File: src/kbt_pkg.sv
// Types shared by the key binding table modules.
package kbt_pkg;

  typedef enum logic {
    FUNC_DEFINE = 1'b0,
    FUNC_LOOKUP = 1'b1
  } kbt_func_e;

  typedef enum logic [1:0] {
    ST_OK      = 2'd0,
    ST_INVALID = 2'd1,
    ST_FULL    = 2'd2
  } kbt_status_e;

  typedef struct packed {
    kbt_func_e   func;
    logic [7:0]  mod_mask;
    logic [7:0]  key_code;
    logic [15:0] name_handle;
  } kbt_req_t;

  typedef struct packed {
    kbt_status_e status;
    logic        hit;
    logic [15:0] bound_handle;
  } kbt_res_t;

  // One stored binding.
  typedef struct packed {
    logic [7:0]  mods;
    logic [7:0]  key;
    logic [15:0] handle;
  } kbt_entry_t;

  // Port controls from the sequencer to the binding memory.
  typedef struct packed {
    logic rd_en;
    logic wr_en;
  } kbt_mem_ctl_t;

endpackage

File: src/kbt_mem.sv
// Single-port binding memory with a registered read.
module kbt_mem
  import kbt_pkg::*;
#(
  parameter int unsigned ENTRIES = 16,
  parameter int unsigned IDX_W   = 4
) (
  input  logic               clk_i,
  input  kbt_mem_ctl_t       ctl_i,
  input  logic [IDX_W-1:0]   addr_i,
  input  kbt_entry_t         wdata_i,
  output kbt_entry_t         rdata_o
);

  kbt_entry_t mem [ENTRIES];
  kbt_entry_t rdata_q;

  always_ff @(posedge clk_i) begin
    if (ctl_i.wr_en) begin
      mem[addr_i] <= wdata_i;
    end
    if (ctl_i.rd_en) begin
      rdata_q <= mem[addr_i];
    end
  end

  assign rdata_o = rdata_q;

endmodule

File: src/kbt_ctrl.sv
// Scan sequencer, valid bits and result register of the key binding table.
module kbt_ctrl
  import kbt_pkg::*;
#(
  parameter int unsigned ENTRIES = 16,
  parameter int unsigned IDX_W   = 4
) (
  input  logic             clk_i,
  input  logic             rst_ni,
  input  logic             in_valid_i,
  output logic             in_ready_o,
  input  kbt_req_t         in_req_i,
  output logic             out_valid_o,
  input  logic             out_ready_i,
  output kbt_res_t         out_res_o,
  output kbt_mem_ctl_t     mem_ctl_o,
  output logic [IDX_W-1:0] mem_addr_o,
  output kbt_entry_t       mem_wdata_o,
  input  kbt_entry_t       mem_rdata_i
);

  localparam logic [IDX_W-1:0] LastIdx = IDX_W'(ENTRIES - 1);

  typedef enum logic [3:0] {
    S_IDLE = 4'b0001,
    S_SCAN = 4'b0010,
    S_LAST = 4'b0100,
    S_FIN  = 4'b1000
  } state_e;

  state_e           state_q, state_d;
  kbt_req_t         req_q;
  logic [IDX_W-1:0] idx_q, idx_d;
  logic             cmp_vld_q, cmp_vld_d;
  logic [IDX_W-1:0] cmp_idx_q;
  logic             found_q, found_d;
  logic [IDX_W-1:0] found_idx_q;
  logic [15:0]      found_handle_q;
  logic             free_q, free_d;
  logic [IDX_W-1:0] free_idx_q;
  logic [ENTRIES-1:0] valid_q;
  logic             out_valid_q;
  kbt_res_t         out_res_q, res_d;

  logic             accept;
  logic             cmp_match, cmp_free;
  logic             load;
  logic             do_write;
  logic [IDX_W-1:0] wr_idx;

  assign accept = in_valid_i && in_ready_o;

  // The read issued last cycle is compared against the held chord.
  assign cmp_match = cmp_vld_q && valid_q[cmp_idx_q] &&
                     (mem_rdata_i.mods == req_q.mod_mask) &&
                     (mem_rdata_i.key == req_q.key_code);
  assign cmp_free  = cmp_vld_q && !valid_q[cmp_idx_q];

  assign load = (state_q == S_FIN) && (!out_valid_q || out_ready_i);

  always_comb begin
    res_d        = '{status: ST_OK, hit: 1'b0, bound_handle: 16'd0};
    do_write     = 1'b0;
    wr_idx       = found_q ? found_idx_q : free_idx_q;
    if (req_q.func == FUNC_LOOKUP) begin
      res_d.hit          = found_q;
      res_d.bound_handle = found_q ? found_handle_q : 16'd0;
    end else if (req_q.name_handle == 16'd0) begin
      res_d.status = ST_INVALID;
    end else if (found_q || free_q) begin
      do_write = 1'b1;
    end else begin
      res_d.status = ST_FULL;
    end
  end

  always_comb begin
    state_d   = state_q;
    idx_d     = idx_q;
    cmp_vld_d = 1'b0;
    found_d   = found_q || cmp_match;
    free_d    = free_q || cmp_free;
    mem_ctl_o = '{rd_en: 1'b0, wr_en: 1'b0};
    mem_addr_o = idx_q;
    unique case (state_q)
      S_IDLE: begin
        found_d = 1'b0;
        free_d  = 1'b0;
        idx_d   = '0;
        if (accept) begin
          // An empty handle on define needs no scan.
          if (in_req_i.func == FUNC_DEFINE && in_req_i.name_handle == 16'd0) begin
            state_d = S_FIN;
          end else begin
            state_d = S_SCAN;
          end
        end
      end
      S_SCAN: begin
        mem_ctl_o.rd_en = 1'b1;
        cmp_vld_d       = 1'b1;
        if (idx_q == LastIdx) begin
          state_d = S_LAST;
        end else begin
          idx_d = idx_q + 1'b1;
        end
      end
      S_LAST: begin
        state_d = S_FIN;
      end
      S_FIN: begin
        mem_addr_o = wr_idx;
        if (load) begin
          mem_ctl_o.wr_en = do_write;
          state_d         = S_IDLE;
        end
      end
      default: begin
        state_d = S_IDLE;
      end
    endcase
  end

  assign mem_wdata_o = '{mods: req_q.mod_mask, key: req_q.key_code,
                         handle: req_q.name_handle};

  always_ff @(posedge clk_i or negedge rst_ni) begin
    if (!rst_ni) begin
      state_q     <= S_IDLE;
      idx_q       <= '0;
      cmp_vld_q   <= 1'b0;
      found_q     <= 1'b0;
      free_q      <= 1'b0;
      valid_q     <= '0;
      out_valid_q <= 1'b0;
    end else begin
      state_q   <= state_d;
      idx_q     <= idx_d;
      cmp_vld_q <= cmp_vld_d;
      found_q   <= found_d;
      free_q    <= free_d;
      if (load) begin
        out_valid_q <= 1'b1;
        if (do_write) begin
          valid_q[wr_idx] <= 1'b1;
        end
      end else if (out_ready_i) begin
        out_valid_q <= 1'b0;
      end
    end
  end

  always_ff @(posedge clk_i) begin
    if (accept) begin
      req_q <= in_req_i;
    end
    cmp_idx_q <= idx_q;
    if (cmp_match && !found_q) begin
      found_idx_q    <= cmp_idx_q;
      found_handle_q <= mem_rdata_i.handle;
    end
    if (cmp_free && !free_q) begin
      free_idx_q <= cmp_idx_q;
    end
    if (load) begin
      out_res_q <= res_d;
    end
  end

  assign in_ready_o  = (state_q == S_IDLE);
  assign out_valid_o = out_valid_q;
  assign out_res_o   = out_res_q;

endmodule

File: src/key_binding_table.sv
// Key binding table: define and look up chord-to-handle bindings.
// Each request carries a chord (modifier mask and key code) and either defines a binding
// or looks one up. The bindings sit in a single-port memory with a registered read; a
// lookup or a define with a nonzero handle scans every entry, one read per cycle, and a
// define with an empty handle skips the scan. A define with a nonzero handle then writes
// the matching entry, or else the lowest free one, in its final cycle. The valid bits
// are flip-flops cleared by reset, so the table is empty and usable right after reset.
// A finished result waits in an output register; the next request is taken while it is
// still pending.
module key_binding_table
  import kbt_pkg::*;
#(
  parameter int unsigned ENTRIES = 16
) (
  input  logic     clk_i,
  input  logic     rst_ni,
  input  logic     in_valid_i,
  output logic     in_ready_o,
  input  kbt_req_t in_req_i,
  output logic     out_valid_o,
  input  logic     out_ready_i,
  output kbt_res_t out_res_o
);

  localparam int unsigned IdxW = (ENTRIES > 1) ? $clog2(ENTRIES) : 1;

  kbt_mem_ctl_t    mem_ctl;
  logic [IdxW-1:0] mem_addr;
  kbt_entry_t      mem_wdata;
  kbt_entry_t      mem_rdata;

  kbt_ctrl #(
    .ENTRIES (ENTRIES),
    .IDX_W   (IdxW)
  ) u_kbt_ctrl (
    .clk_i       (clk_i),
    .rst_ni      (rst_ni),
    .in_valid_i  (in_valid_i),
    .in_ready_o  (in_ready_o),
    .in_req_i    (in_req_i),
    .out_valid_o (out_valid_o),
    .out_ready_i (out_ready_i),
    .out_res_o   (out_res_o),
    .mem_ctl_o   (mem_ctl),
    .mem_addr_o  (mem_addr),
    .mem_wdata_o (mem_wdata),
    .mem_rdata_i (mem_rdata)
  );

  kbt_mem #(
    .ENTRIES (ENTRIES),
    .IDX_W   (IdxW)
  ) u_kbt_mem (
    .clk_i   (clk_i),
    .ctl_i   (mem_ctl),
    .addr_i  (mem_addr),
    .wdata_i (mem_wdata),
    .rdata_o (mem_rdata)
  );

endmodule

File: config.mk
export PLATFORM = sky130hd
export DESIGN_NAME = key_binding_table
export DESIGN_NICKNAME = d
export VERILOG_FILES = /design/src/kbt_pkg.sv /design/src/kbt_mem.sv /design/src/kbt_ctrl.sv /design/src/key_binding_table.sv
export SDC_FILE = /design/constraint.sdc
export NUM_CORES = 1
export LEC_CHECK = 0
export BUFFER_PORTS_ARGS = -buffer_cell sky130_fd_sc_hd__buf_2
export CAP_MARGIN = 10
export CORE_MARGIN = 2
export CORE_UTILIZATION = 44
export DETAILED_ROUTE_END_ITERATION = 6
export HOLD_SLACK_MARGIN = 0.05
export PLACE_DENSITY_LB_ADDON = 0.12
export SLEW_MARGIN = 25
export SYNTH_ARGS = -nofsm -noshare
export SYNTH_HDL_FRONTEND = slang
export SYNTH_SLANG_ARGS = --single-unit
export TNS_END_PERCENT = 20
File: constraint.sdc
create_clock -name clk_i -period 4.3 [get_ports clk_i]
set_input_delay 0.86 -clock clk_i [delete_from_list [all_inputs] [get_ports clk_i]]
set_output_delay 0.86 -clock clk_i [all_outputs]
set_load 0.02 [all_outputs]
# Word level (Yosys, flattened, before mapping)
# Memories as Yosys holds them, arrays and structs flattened. A register that Yosys moved wholly into a read port is not among the register bits.
# Cells that the tools add are included.
# Widths: inputs -> output; s select.
# classes
n_lt_le_gt_ge	3
bitwise	2
n_addsub	1
n_eq_ne	11
n_reduce_logical	27
n_mux	27
# ops
op	count
$logic_not 16->1	2
$mux 4	7
$eq 8x8->1	2
$or 16x16->16	1
$pmux 4 s4	1
$mux 1	15
$logic_and 1x1->1	10
$lt 4x5->1 const B	2
$eq 4x4->1 const B	2
$pmux 4 s2	1
$reduce_and 2->1	3
$add 4x1->4 const B	1
$bmux 1 s4	1
$demux 1 s4	1
$eq 4x1->1 const B	1
$eq 4x2->1 const B	1
$eq 4x3->1 const B	1
$ge 4x1->1 const B	1
$logic_not 1->1	4
$logic_or 1x1->1	4
$ne 2x1->1 const B	2
$ne 2x2->1 const B	2
$reduce_bool 2->1	2
$reduce_and 3->1	1
other kinds (3)	3
# totals
in_bits	37
out_inout_bits	21
regBits	108
mem_bits_rw	512
memories	1
wordCells	91
# memory_table
name	depth	width	read_ports	rd_clocked_by_memory_dff	wr	line_no	rtl
u_kbt_mem.mem	16	32	1	1	1	kbt_mem.sv:15	kbt_entry_t mem [ENTRIES];

# Depth between registers and ports, before layout
# Gate-level depths: netlist of the first run.
# logic_depth
depth_word	8
depth_mapped	9
depth_no_buf	6

# Cells and area by module
# Synthesis of the first run repeated with hierarchy kept, for this count alone.
# unflattened
hier_cells	1148
hier_area_um2	24623.6
# modules_own_cells
module	area_each_um2	cells_per_inst	seq_area_each_um2	n_inst
kbt_mem	20183.1	840	16335.7	1
kbt_ctrl	4440.5	308	3064.2	1

# Worst setup path before layout of the first run
# OpenSTA, ideal clock, no wires.
# synth_path
path_kind	reg-to-reg
from	register u_kbt_ctrl.state_q[2]
to	memory u_kbt_mem.mem[0][0] (netlist bit), enable pin
setup_ns	0.421
slack_ns	0.827
stages_incl_launch_ff	7
t_required_ns	3.879
path_buffers	1
arrival_ns	3.052
period_less_slack_ns	3.473
path_cell_list	dfrtp_1 -> or4b_1 -> buf_2 -> nor3_1 -> and2_2 -> o21ai_0 -> nor2_1
# synth_via
elab_chain_len	6
word_cells_on_any_way	7
cone_classes	1 x eq/ne; 5 x mux; 1 x reduce/logical
# synth_rtl
element	line_no	rtl
from (decl)	kbt_ctrl.sv:31	state_e state_q, state_d;
from (signal assigned)	kbt_ctrl.sv:137	state_q <= state_d;
$eq 4x4->1 *	kbt_ctrl.sv:59, kbt_ctrl.sv:85	
$logic_and 1x1->1	kbt_ctrl.sv:59	assign load = (state_q == S_FIN) && (!out_valid_q || out_ready_i);
$mux 1	kbt_ctrl.sv:113	if (load) begin
$mux 1	kbt_ctrl.sv:85	unique case (state_q)
$mux 1	kbt_mem.sv:19	if (ctl_i.wr_en) begin
$mux 1 (implied by the code)	kbt_mem.sv:20	mem[addr_i] <= wdata_i;
to (decl)	kbt_mem.sv:15	
# Mark *: on every way between the ends. The rest lies on a longest branch, timed or not.

# Final worst setup path of the first run
# layout_path
from	register u_kbt_ctrl.found_q
to	register u_kbt_mem.rdata_o[12] (netlist name)
# layout_via
elab_chain_len	2
# layout_rtl
element	line_no	rtl
from (decl)	kbt_ctrl.sv:36	logic found_q, found_d;
from (signal assigned)	kbt_ctrl.sv:140	found_q <= found_d;
$mux 4	kbt_ctrl.sv:64	wr_idx = found_q ? found_idx_q : free_idx_q;
$mux 4	kbt_ctrl.sv:85	
# No other way between the ends.
# A chain may end at the register's enable or synchronous reset.

==> results.md, run 1 <==
* Status: finished clean
* PortBufs at 57
* YS warnings at 0
* Period Utilization, post-route at 0.830
* Area of the multi-input gates at 7180 um2
* Clock buffer depth at 3
* CP max FO at 48
* Num Clock Sinks at 652
* Reg clk slew, reported paths at 0.06 ns
* Initial antenna violation count at 0
* Vias in the first global route at 16200
* Io pins at 58
* Sequential element share of the synthesized area at 0.722
* Vias at 16800
* Sequential Area at 19400 um2
* Ratio of cells with drive above 1 in the final layout at 0.185
* TritonCTS Buffers at 70
* Max-cap violations at 0
* Most frequent cells in the layout: edfxtp_1 (620), nand2_1 (370), a21oi_1 (194), clkbuf_16 (74), mux2_2 (63)
* CP Capture Type: flip-flop
* First-pass GRT wire length at 110 mm
* Final Max Slew Viols at 0
* Leakage at 10.6 nW
* Critical Path Start Type: flip-flop
* Ant diodes at 0
* Fillcell total at 5045
* GP Congestion at 0.785
* Max frequency at 280 MHz
* Pre-Repair DR Iteration Count at 5
* Initial core utilization at 0.445
* Row count at 90
* Avg WL per Cell at 26.7 um
* Worst path required time at 4.64 ns
* Nets at 2015
* Die width at 251 um
* Layout area overhead at 15.2%
* Remaining global-route overflow at 0
* VDD IR-drop max at 0.340 mV
* WS Path Type: reg -> reg
* Post-synth EDFFs at 620
* Skew final at 0.0309 ns
* DR DRC count at 0
* Sum Neg Setup Slack at 0 ns
* Design Power at 16.3 mW
* Core Box Area at 60400 um2
* Die height at 251 um
* Async SR Flop Fraction at 0.0429
* Cts hold-fix bufs at 0
* Slew @ Worst Pin at 0.966 ns
* GRT Util Overall at 0.240
* Post-CTS resize count at 0
* Net Count, Synth at 1928
* Commonest non-fill, non-tap cell in the layout: edfxtp_1
* Clock root cell: clkbuf_16
* Largest net degree at the start of global routing at 105
* Post-DRT Antenna Nets at 0
* Final wirelength at 75.1 mm
* Cell area after synthesis at 26900 um2
* Die area at 63100 um2
* Most common flop cell mapped by yosys: edfxtp_1
* CTS tree: yes
* Worst slew margin at 0.349
* Syn Area/Cell at 14.2 um2
* Final Critical Period at 3.57 ns
* Yosys cell types at 55
* Clock latency at the later pin of the worst-skew pair at 0.61 ns
* Count of final setup violators at 0
* RSZ-0062 raised after global routing: no
* Worst EP arrival at 3.91 ns
* Power Dens Cells at 526 nW/um2
* # Post-CTS Setup Buffers at 0
* Cells after synthesis at 1890
* Worst Hold Class: in -> async
* Synthesized flop and latch total at 652
* H-tree depth at 3
* DR iter-0 viols at 1699
* Drt via density at 5.97
* Final Hold Fails at 0
* Hpwl dp at 41.5 mm
## final cells by class
class / count / share of cell area
Sequential cell: 652 / 0.627
Multi-Input combinational cell: 1109 / 0.232
Clock buffer: 92 / 0.0623
Timing Repair Buffer: 135 / 0.0350
Tap cell: 782 / 0.0316
Clock inverter: 32 / 0.0114
Inverter: 9 / 0.00109
## critical path, cell delays in order (launching register included)
cell	delay (ns)
dfrtp_1	0.75
mux2_4	0.59
mux2_4	0.47
buf_4	0.34
nand2_1	0.15
a21oi_1	0.06
nor4_1	0.62
buf_4	0.22
nand3_1	0.09
## worst paths after layout
path,slack [ns],end,startpoint,cells after the start
max in group asynchronous,3.53,u_kbt_ctrl.idx_q[1],rst_ni,1
min reg2reg,0.42,u_kbt_ctrl.found_handle_q[12],u_kbt_mem.rdata_o[12],0
max reg2reg,0.73,u_kbt_mem.rdata_o[12],u_kbt_ctrl.found_q,8
min in group clk_i,0.42,u_kbt_ctrl.found_handle_q[12],u_kbt_mem.rdata_o[12],0
max,0.73,u_kbt_mem.rdata_o[12],u_kbt_ctrl.found_q,8
min,0.28,u_kbt_ctrl.out_valid_o,rst_ni,1
## logic make-up (layout without fill, tap and decap cells)
| family | after synthesis | in the layout | synth area share |
|---|---|---|---|
| compound gates | 418 | 418 | 0.0974 |
| xor+xnor | 19 | 19 | 0.00619 |
| fa+ha+maj | 1 | 1 | 0.000465 |
| buf+inv | 129 | 268 | 0.0202 |
| flops | 652 | 652 | 0.722 |
| mux | 109 | 109 | 0.0613 |
| simple gates | 562 | 562 | 0.0928 |
## registers in the layout, indices dropped and copies added, names as in the netlist
| register | flops |
|---|---|
| u_kbt_ctrl.req_q | 1 |
| u_kbt_ctrl.mem_wdata_o | 32 |
| u_kbt_ctrl.found_idx_q | 4 |
| u_kbt_ctrl.out_res_o | 19 |
| u_kbt_ctrl.found_handle_q | 16 |
| u_kbt_mem.rdata_o | 32 |
| u_kbt_ctrl.idx_q | 4 |
| u_kbt_ctrl.cmp_idx_q | 4 |
| u_kbt_ctrl.valid_q | 16 |
| u_kbt_ctrl.cmp_vld_q | 1 |
| u_kbt_ctrl.state_q | 4 |
| u_kbt_ctrl.free_q | 1 |
| u_kbt_ctrl.free_idx_q | 4 |
| u_kbt_ctrl.out_valid_o | 1 |
| u_kbt_ctrl.found_q | 1 |
| u_kbt_mem.mem | 512 |
## per-stage QoR
| stage | instances | hold WS [ns] | util | worst slack, ns | cell area [um2] |
|---|---|---|---|---|---|
| after global placement | 2687 | 0.403 | 0.475 | 0.954 | 28700 |
| after global routing | 2811 | 0.323 | 0.513 | 0.600 | 31000 |
| after floorplan | 1890 | 0.345 | - | 0.827 | 26900 |
| final | 2811 | 0.279 | 0.513 | 0.732 | 31000 |
| after CTS | 2811 | 0.276 | 0.513 | 0.841 | 31000 |
| after detailed placement | 2687 | 0.408 | 0.475 | 0.868 | 28700 |
## routing by layer
layer	track usage	share of wire
met2	0.363	0.45
met5	0	0
met4	0.0692	0.020
met3	0.0478	0.086
met1	0.352	0.44
## synth_stat cells (all sizes together) (3+ instances only)
| library cell | n | area [um2] |
|---|---|---|
| edfxtp | 620 | 18600 |
| nand2 | 371 | 1400 |
| a21oi | 197 | 997 |
| mux2 | 65 | 732 |
| buf | 63 | 297 |
| clkbuf | 57 | 214 |
| nor4 | 41 | 257 |
| mux4 | 38 | 856 |
| o21ai | 37 | 189 |
| nand3 | 36 | 180 |
| a31oi | 35 | 231 |
| and2 | 35 | 220 |
| a211oi | 32 | 240 |
| a21o | 32 | 240 |
| nor2 | 32 | 120 |
| a221oi | 31 | 272 |
| a22o | 31 | 272 |
| dfrtp | 27 | 676 |
| and3 | 17 | 106 |
| xnor2 | 16 | 140 |
| o21bai | 13 | 97.6 |
| inv | 9 | 33.8 |
| nand4 | 7 | 43.8 |
| mux2i | 6 | 60.1 |
| dfxtp | 4 | 80.1 |
| nor3 | 4 | 20.0 |
| nand3b | 3 | 22.5 |
| nor3b | 3 | 22.5 |
| or2 | 3 | 18.8 |
| xor2 | 3 | 26.3 |
## report_power, final
part	internal, mW	total (mW)	switching (mW)
clock network	3.58	6.01	2.43
logic	0.805	2.45	1.65
registers	7.47	7.82	0.347
total	11.9	16.3	4.42
(Power assumes the default switching activity.)
==> run 2, diff against run 1 <==
==> constraint.sdc (replaced) <==
create_clock -name clk_i -period 3.4 [get_ports clk_i]
set_input_delay 0.68 -clock clk_i [delete_from_list [all_inputs] [get_ports clk_i]]
set_output_delay 0.68 -clock clk_i [all_outputs]
set_load 0.02 [all_outputs]
==> results.md, run 2 (synthesis gave the netlist of run 1 again) <==
* Reg2reg start: u_kbt_ctrl.mem_wdata_o[10]
* First-pass GRT wire length at 113 mm
* R2R cell count at 6
* Worst Hold Class: in -> async
* Remaining global-route overflow at 0
* Sequential share of power at 0.479
* RSZ-0062 raised after global routing: no
* Clock root cell: clkbuf_16
* Layout area overhead at 15.9%
* GRT Max-Usage Layer: met2
* Max-cap violations at 0
* Status: finished clean
* GP Congestion at 0.813
* P_sw at 5.66 mW
* Worst EP arrival at 3.45 ns
* DR iter-0 viols at 1744
* R2r setup slk at 0.25 ns
* Cts hold-fix bufs at 0
* Logic pwr share at 0.163
* Io pins at 58
* Post-DRT Antenna Nets at 0
* Num Clock Sinks at 652
* Met3 Use GR at 0.0338
* Commonest non-fill, non-tap cell in the layout: edfxtp_1
* TritonCTS Buffers at 71
* Nets at 2043
* Setup ws final at 0.250 ns
* Clock buffer depth at 3
* Drt via density at 5.96
* Die width at 251 um
* Worst slew margin at 0.387
* H-tree depth at 3
* Ratio of cells with drive above 1 in the final layout at 0.195
* Largest Register: u_kbt_mem.mem
* CP Capture Type: flip-flop
* CTS tree: yes
* Post-place setup slack at 0.275 ns
* Max frequency at 317 MHz
* Slew @ Worst Pin at 0.919 ns
* Reg clk slew, reported paths at 0.06 ns
* Clock network power share at 0.357
* Die height at 251 um
* Power Dens Cells at 655 nW/um2
* DR DRC count at 0
* Worst path required time at 3.70 ns
* Max reg flops at 512
* Critical Path Start Type: flip-flop
* Ant diodes at 0
* Count of final setup violators at 0
* Placed Cells at 2714
* Avg WL per Cell at 26.9 um
* Leakage at 10.8 nW
* Row count at 90
* Skew final at 0.0170 ns
* PortBufs at 57
* Pre-Repair DR Iteration Count at 5
* RR Endpoint: u_kbt_mem.mem[11][1]
* GRT Util Overall at 0.244
* Met2 Track Usage GR at 0.376
* Post-CTS resize count at 0
* Core Box Area at 60400 um2
* Final wirelength at 76.4 mm
* Vias at 16900
* Initial core utilization at 0.445
* Worst Setup SP: u_kbt_ctrl.mem_wdata_o[10]
* Final Max Slew Viols at 0
* VDD IR-drop max at 0.377 mV
* # Post-CTS Setup Buffers at 0
* Power Internal at 14.7 mW
* Most frequent cells in the layout: edfxtp_1 (620), nand2_1 (370), a21oi_1 (194), buf_4 (79), clkbuf_16 (74)
* Final Critical Period at 3.15 ns
* Die area at 63100 um2
* Clock latency at the later pin of the worst-skew pair at 0.61 ns
* Cell Count, Final, Fillers Out at 2838
* Hpwl dp at 43.4 mm
* Final Hold Fails at 0
* Initial antenna violation count at 3
* CP max FO at 25
* WS Path Type: reg -> reg
* Sw frac at 0.277
* Period Utilization, post-route at 0.926
* Vias in the first global route at 16600
* Largest net degree at the start of global routing at 72
* GR Util met1 at 0.368
[run 2: changes by cell type in the layout (fill, tap and decap cells not counted), sizes merged]
cell	change
bufinv	-4
clkbuf	-6
inv	-1
buf	+27
clkinv	+11
[run 2: routing by layer]
layer	up-vias	share of wire
met2	671	0.46
met4	0	0.016
met1	8708	0.45
li1	7456	-
met5	-	0
met3	89	0.073
[run 2: how the worst max path moves through the flow]
| stage | end | slack [ns] | depth (start not counted) |
|---|---|---|---|
| after floorplan | u_kbt_mem.mem[0][0] | -0.07 | 6 |
| after global placement | u_kbt_mem.mem[8][8] | 0.27 | 6 |
| after detailed placement | u_kbt_mem.mem[8][3] | 0.28 | 6 |
| after CTS | u_kbt_mem.mem[8][3] | 0.24 | 6 |
| after global routing | u_kbt_mem.mem[8][3] | 0.12 | 6 |
| final | u_kbt_mem.mem[11][1] | 0.25 | 6 |
[run 2: worst max-delay path: stages (launching register included)]
cell and delay, ns:
edfxtp_1 0.47, nor4_1 0.62, a41oi_1 0.56, and2_2 0.41, o21ai_2 0.25, nor2_4 0.19, buf_12 0.23
[run 2: area by class of cell]
cell class | count | area (um2)
Fill cell | 5073 | 29200
Sequential cell | 652 | 19400
Multi-Input combinational cell | 1109 | 7180
Clock buffer | 86 | 1900
Timing Repair Buffer | 162 | 1400
Tap cell | 782 | 978
Clock inverter | 38 | 269
Inverter | 9 | 33.8
[run 2: power by group through the flow]
stage	Clock, mW	Sequential, mW	Combinational (mW)
2_1_floorplan	0	9.90	1.95
3_3_place_gp	0	9.94	3.28
3_5_place_dp	0	9.94	3.32
4_1_cts	7.45	9.78	3.33
5_1_grt	7.75	9.81	3.62
6_report	7.30	9.78	3.33
[run 2: stage by stage]
stage	hold slack (ns)	power [mW]	util	area [um2]	setup TNS [ns]
after floorplan	0.345	11.9	-	26900	-21.98
after CTS	0.102	20.6	0.516	31200	0
final	0.0981	20.4	0.516	31200	0
after global placement	0.412	13.2	0.480	29000	0
after global routing	0.135	21.2	0.516	31200	0
after detailed placement	0.411	13.3	0.480	29000	0
==> run 3, diff against run 2 <==
--- a/config.mk
+++ b/config.mk
@@ -5,6 +5,7 @@
 export SDC_FILE = /design/constraint.sdc
 export NUM_CORES = 1
 export LEC_CHECK = 0
+export ABC_AREA = 1
 export BUFFER_PORTS_ARGS = -buffer_cell sky130_fd_sc_hd__buf_2
 export CAP_MARGIN = 10
 export CORE_MARGIN = 2
==> results.md, run 3 <==
* Status: finished clean
* Ant diodes at 0
* Crit path buffers/inverters at 3
* DR iter-0 viols at 1668
* Nets at 2688
* Num Clock Sinks at 652
* Cell mode on critical path: nand2_1
* Count of final setup violators at 0
* Worst-path cell chain: inv_2, nand2_1, nand2_1, o21ai_4, buf_6, nand3_1, nor2_4, buf_12
* Core Box Area at 61800 um2
* CP max FO at 45
* Synth area leaders: edfxtp_1 (68%), nand2_1 (15%), nand3_1 (6.8%)
* Post-synth EDFFs at 620
* Reg2reg start: u_kbt_ctrl.found_q
* Critical path's slowest cell: dfrtp_1
* Final Critical Period at 3.08 ns
* Vias at 18600
* Remaining global-route overflow at 0
* GRT Util Overall at 0.232
* Initial antenna violation count at 2
* Drt via density at 5.25
* Max frequency at 325 MHz
* Worst EP arrival at 3.38 ns
* Hpwl dp at 39.8 mm
* Ratio of cells with drive above 1 in the final layout at 0.108
* Period Utilization, post-route at 0.905
* WS Path Type: reg -> reg
* GRT Max-Usage Layer: met2
* RSZ-0062 raised after global routing: no
* DR DRC count at 0
* Worst Hold Class: in -> async
* Skew final at 0.0152 ns
* Pre-Repair DR Iteration Count at 7
* Fillcell total at 5496
* Die width at 254 um
* Count leader, synth: nand2_1
* Slew @ Worst Pin at 0.763 ns
* Max reg flops at 512
* Die height at 254 um
* Most frequent cells in the layout: nand2_1 (1101), edfxtp_1 (620), nand3_1 (375), inv_1 (129), clkbuf_16 (74)
* Top cell type's share of synthesized area at 0.675
* Syn Area/Cell at 10.7 um2
* Worst Setup SP: u_kbt_ctrl.found_q
* Synth top cells by count: nand2_1 (1104), edfxtp_1 (620), nand3_1 (375), inv_1 (129), buf_2 (100)
* Reg clk slew, reported paths at 0.06 ns
* Vias in the first global route at 18100
* Clock latency at the later pin of the worst-skew pair at 0.61 ns
* TritonCTS Buffers at 72
* Die area at 64700 um2
* GP Congestion at 0.825
* Largest net degree at the start of global routing at 225
* Final Hold Fails at 0
* Io pins at 58
* VDD IR-drop max at 0.528 mV
* First-pass GRT wire length at 111 mm
* YS warnings at 0
* Final wirelength at 74.0 mm
* Commonest non-fill, non-tap cell in the layout: nand2_1
* Met3 Use GR at 0.0420
* GR Util met1 at 0.321
* Critical path's largest stage delay at 0.56 ns
* Synthesized flop and latch total at 652
* Avg WL per Cell at 20.9 um
* H-tree depth at 3
* Sequential element share of the synthesized area at 0.703
* Net Count, Synth at 2618
* Cell area after synthesis at 27600 um2
* CP Capture Type: flip-flop
* Clock root cell: clkbuf_16
* Most common flop cell mapped by yosys: edfxtp_1
* Worst slew margin at 0.490
* Worst path required time at 3.70 ns
* Post-DRT Antenna Nets at 0
* Yosys cell types at 38
* Critical Path Start Type: flip-flop
* CTS tree: yes
* Sum Neg Setup Slack at 0 ns
* Async SR Flop Fraction at 0.0429
* PortBufs at 57
* Layout area overhead at 14.2%
* Clock buffer depth at 3
* Dominant cell type by area after synthesis: edfxtp_1
* Largest Register: u_kbt_mem.mem
* Cells after synthesis at 2580
* Met2 Track Usage GR at 0.375
* # Post-CTS Setup Buffers at 0
* Max-cap violations at 0
* Initial core utilization at 0.446
* Hold slack final at 0.0977 ns
* Delay-heaviest family, CP: simple AND/OR/NAND/NOR gates
* Final Max Slew Viols at 0
* Leakage at 12.8 nW
* Power Dens Cells at 728 nW/um2
* Row count at 91
## run 3: per-stage QoR
step	instance area, um2	worst slack [ns]	instances	utilization	power, mW
global route	31500	0.149	3538	0.510	24.2
finish	31500	0.325	3538	0.510	22.9
global placement	29100	0.266	3407	0.471	15.6
detailed placement	29300	0.217	3411	0.473	15.7
floorplan	27600	-0.168	2580	-	13.8
CTS	31400	0.178	3536	0.509	23.1
## run 3: final cells by class
type	count	area [um2]	area share
clock inverter	30	260	0.00826
multi-input combinational	1651	7150	0.227
tap	837	1050	0.0332
clock buffer	95	1930	0.0613
timing repair buffer	134	1200	0.0380
sequential	652	19400	0.616
inverter	139	524	0.0166
## run 3: power breakdown
group          total (mW)  switching (mW)  internal (mW)
logic                5.74            4.15           1.59
registers            9.82           0.286           9.54
clock network        7.38            3.09           4.29
total                22.9            7.53           15.4
## run 3: layer usage
| metal | wire length [um] | part of all wire |
|---|---|---|
| met1 | 32200 | 0.43 |
| met2 | 35100 | 0.48 |
| met3 | 5010 | 0.068 |
| met4 | 1660 | 0.022 |
| met5 | 0 | 0 |
## run 3: logic make-up (layout without fill, tap and decap cells)
kind of cell / count (synthesis) / after routing / synth area share
xor+xnor: 5 / 5 / 0.00159
simple gates: 1603 / 1603 / 0.240
compound gates: 42 / 42 / 0.00989
fa+ha+maj: 1 / 1 / 0.000454
flops: 652 / 652 / 0.703
buf+inv: 277 / 398 / 0.0445
## run 3: final timing paths
check / cells after the start / to / slack (ns)
min in group clk_i: 1 / u_kbt_ctrl.mem_wdata_o[18] / 0.25
setup reg to reg: 8 / u_kbt_mem.mem[4][25] / 0.32
hold / removal: 1 / u_kbt_ctrl.valid_q[15] / 0.1
setup / recovery: 8 / u_kbt_mem.mem[4][25] / 0.32
hold reg to reg: 0 / u_kbt_ctrl.found_handle_q[2] / 0.42
max in group asynchronous: 1 / u_kbt_ctrl.valid_q[6] / 2.88
## run 3: repair_timing
item                       4_1_cts  5_1_grt
setup endpoints to repair        0       38
resized for setup                0        1
hold buffers                     0        0
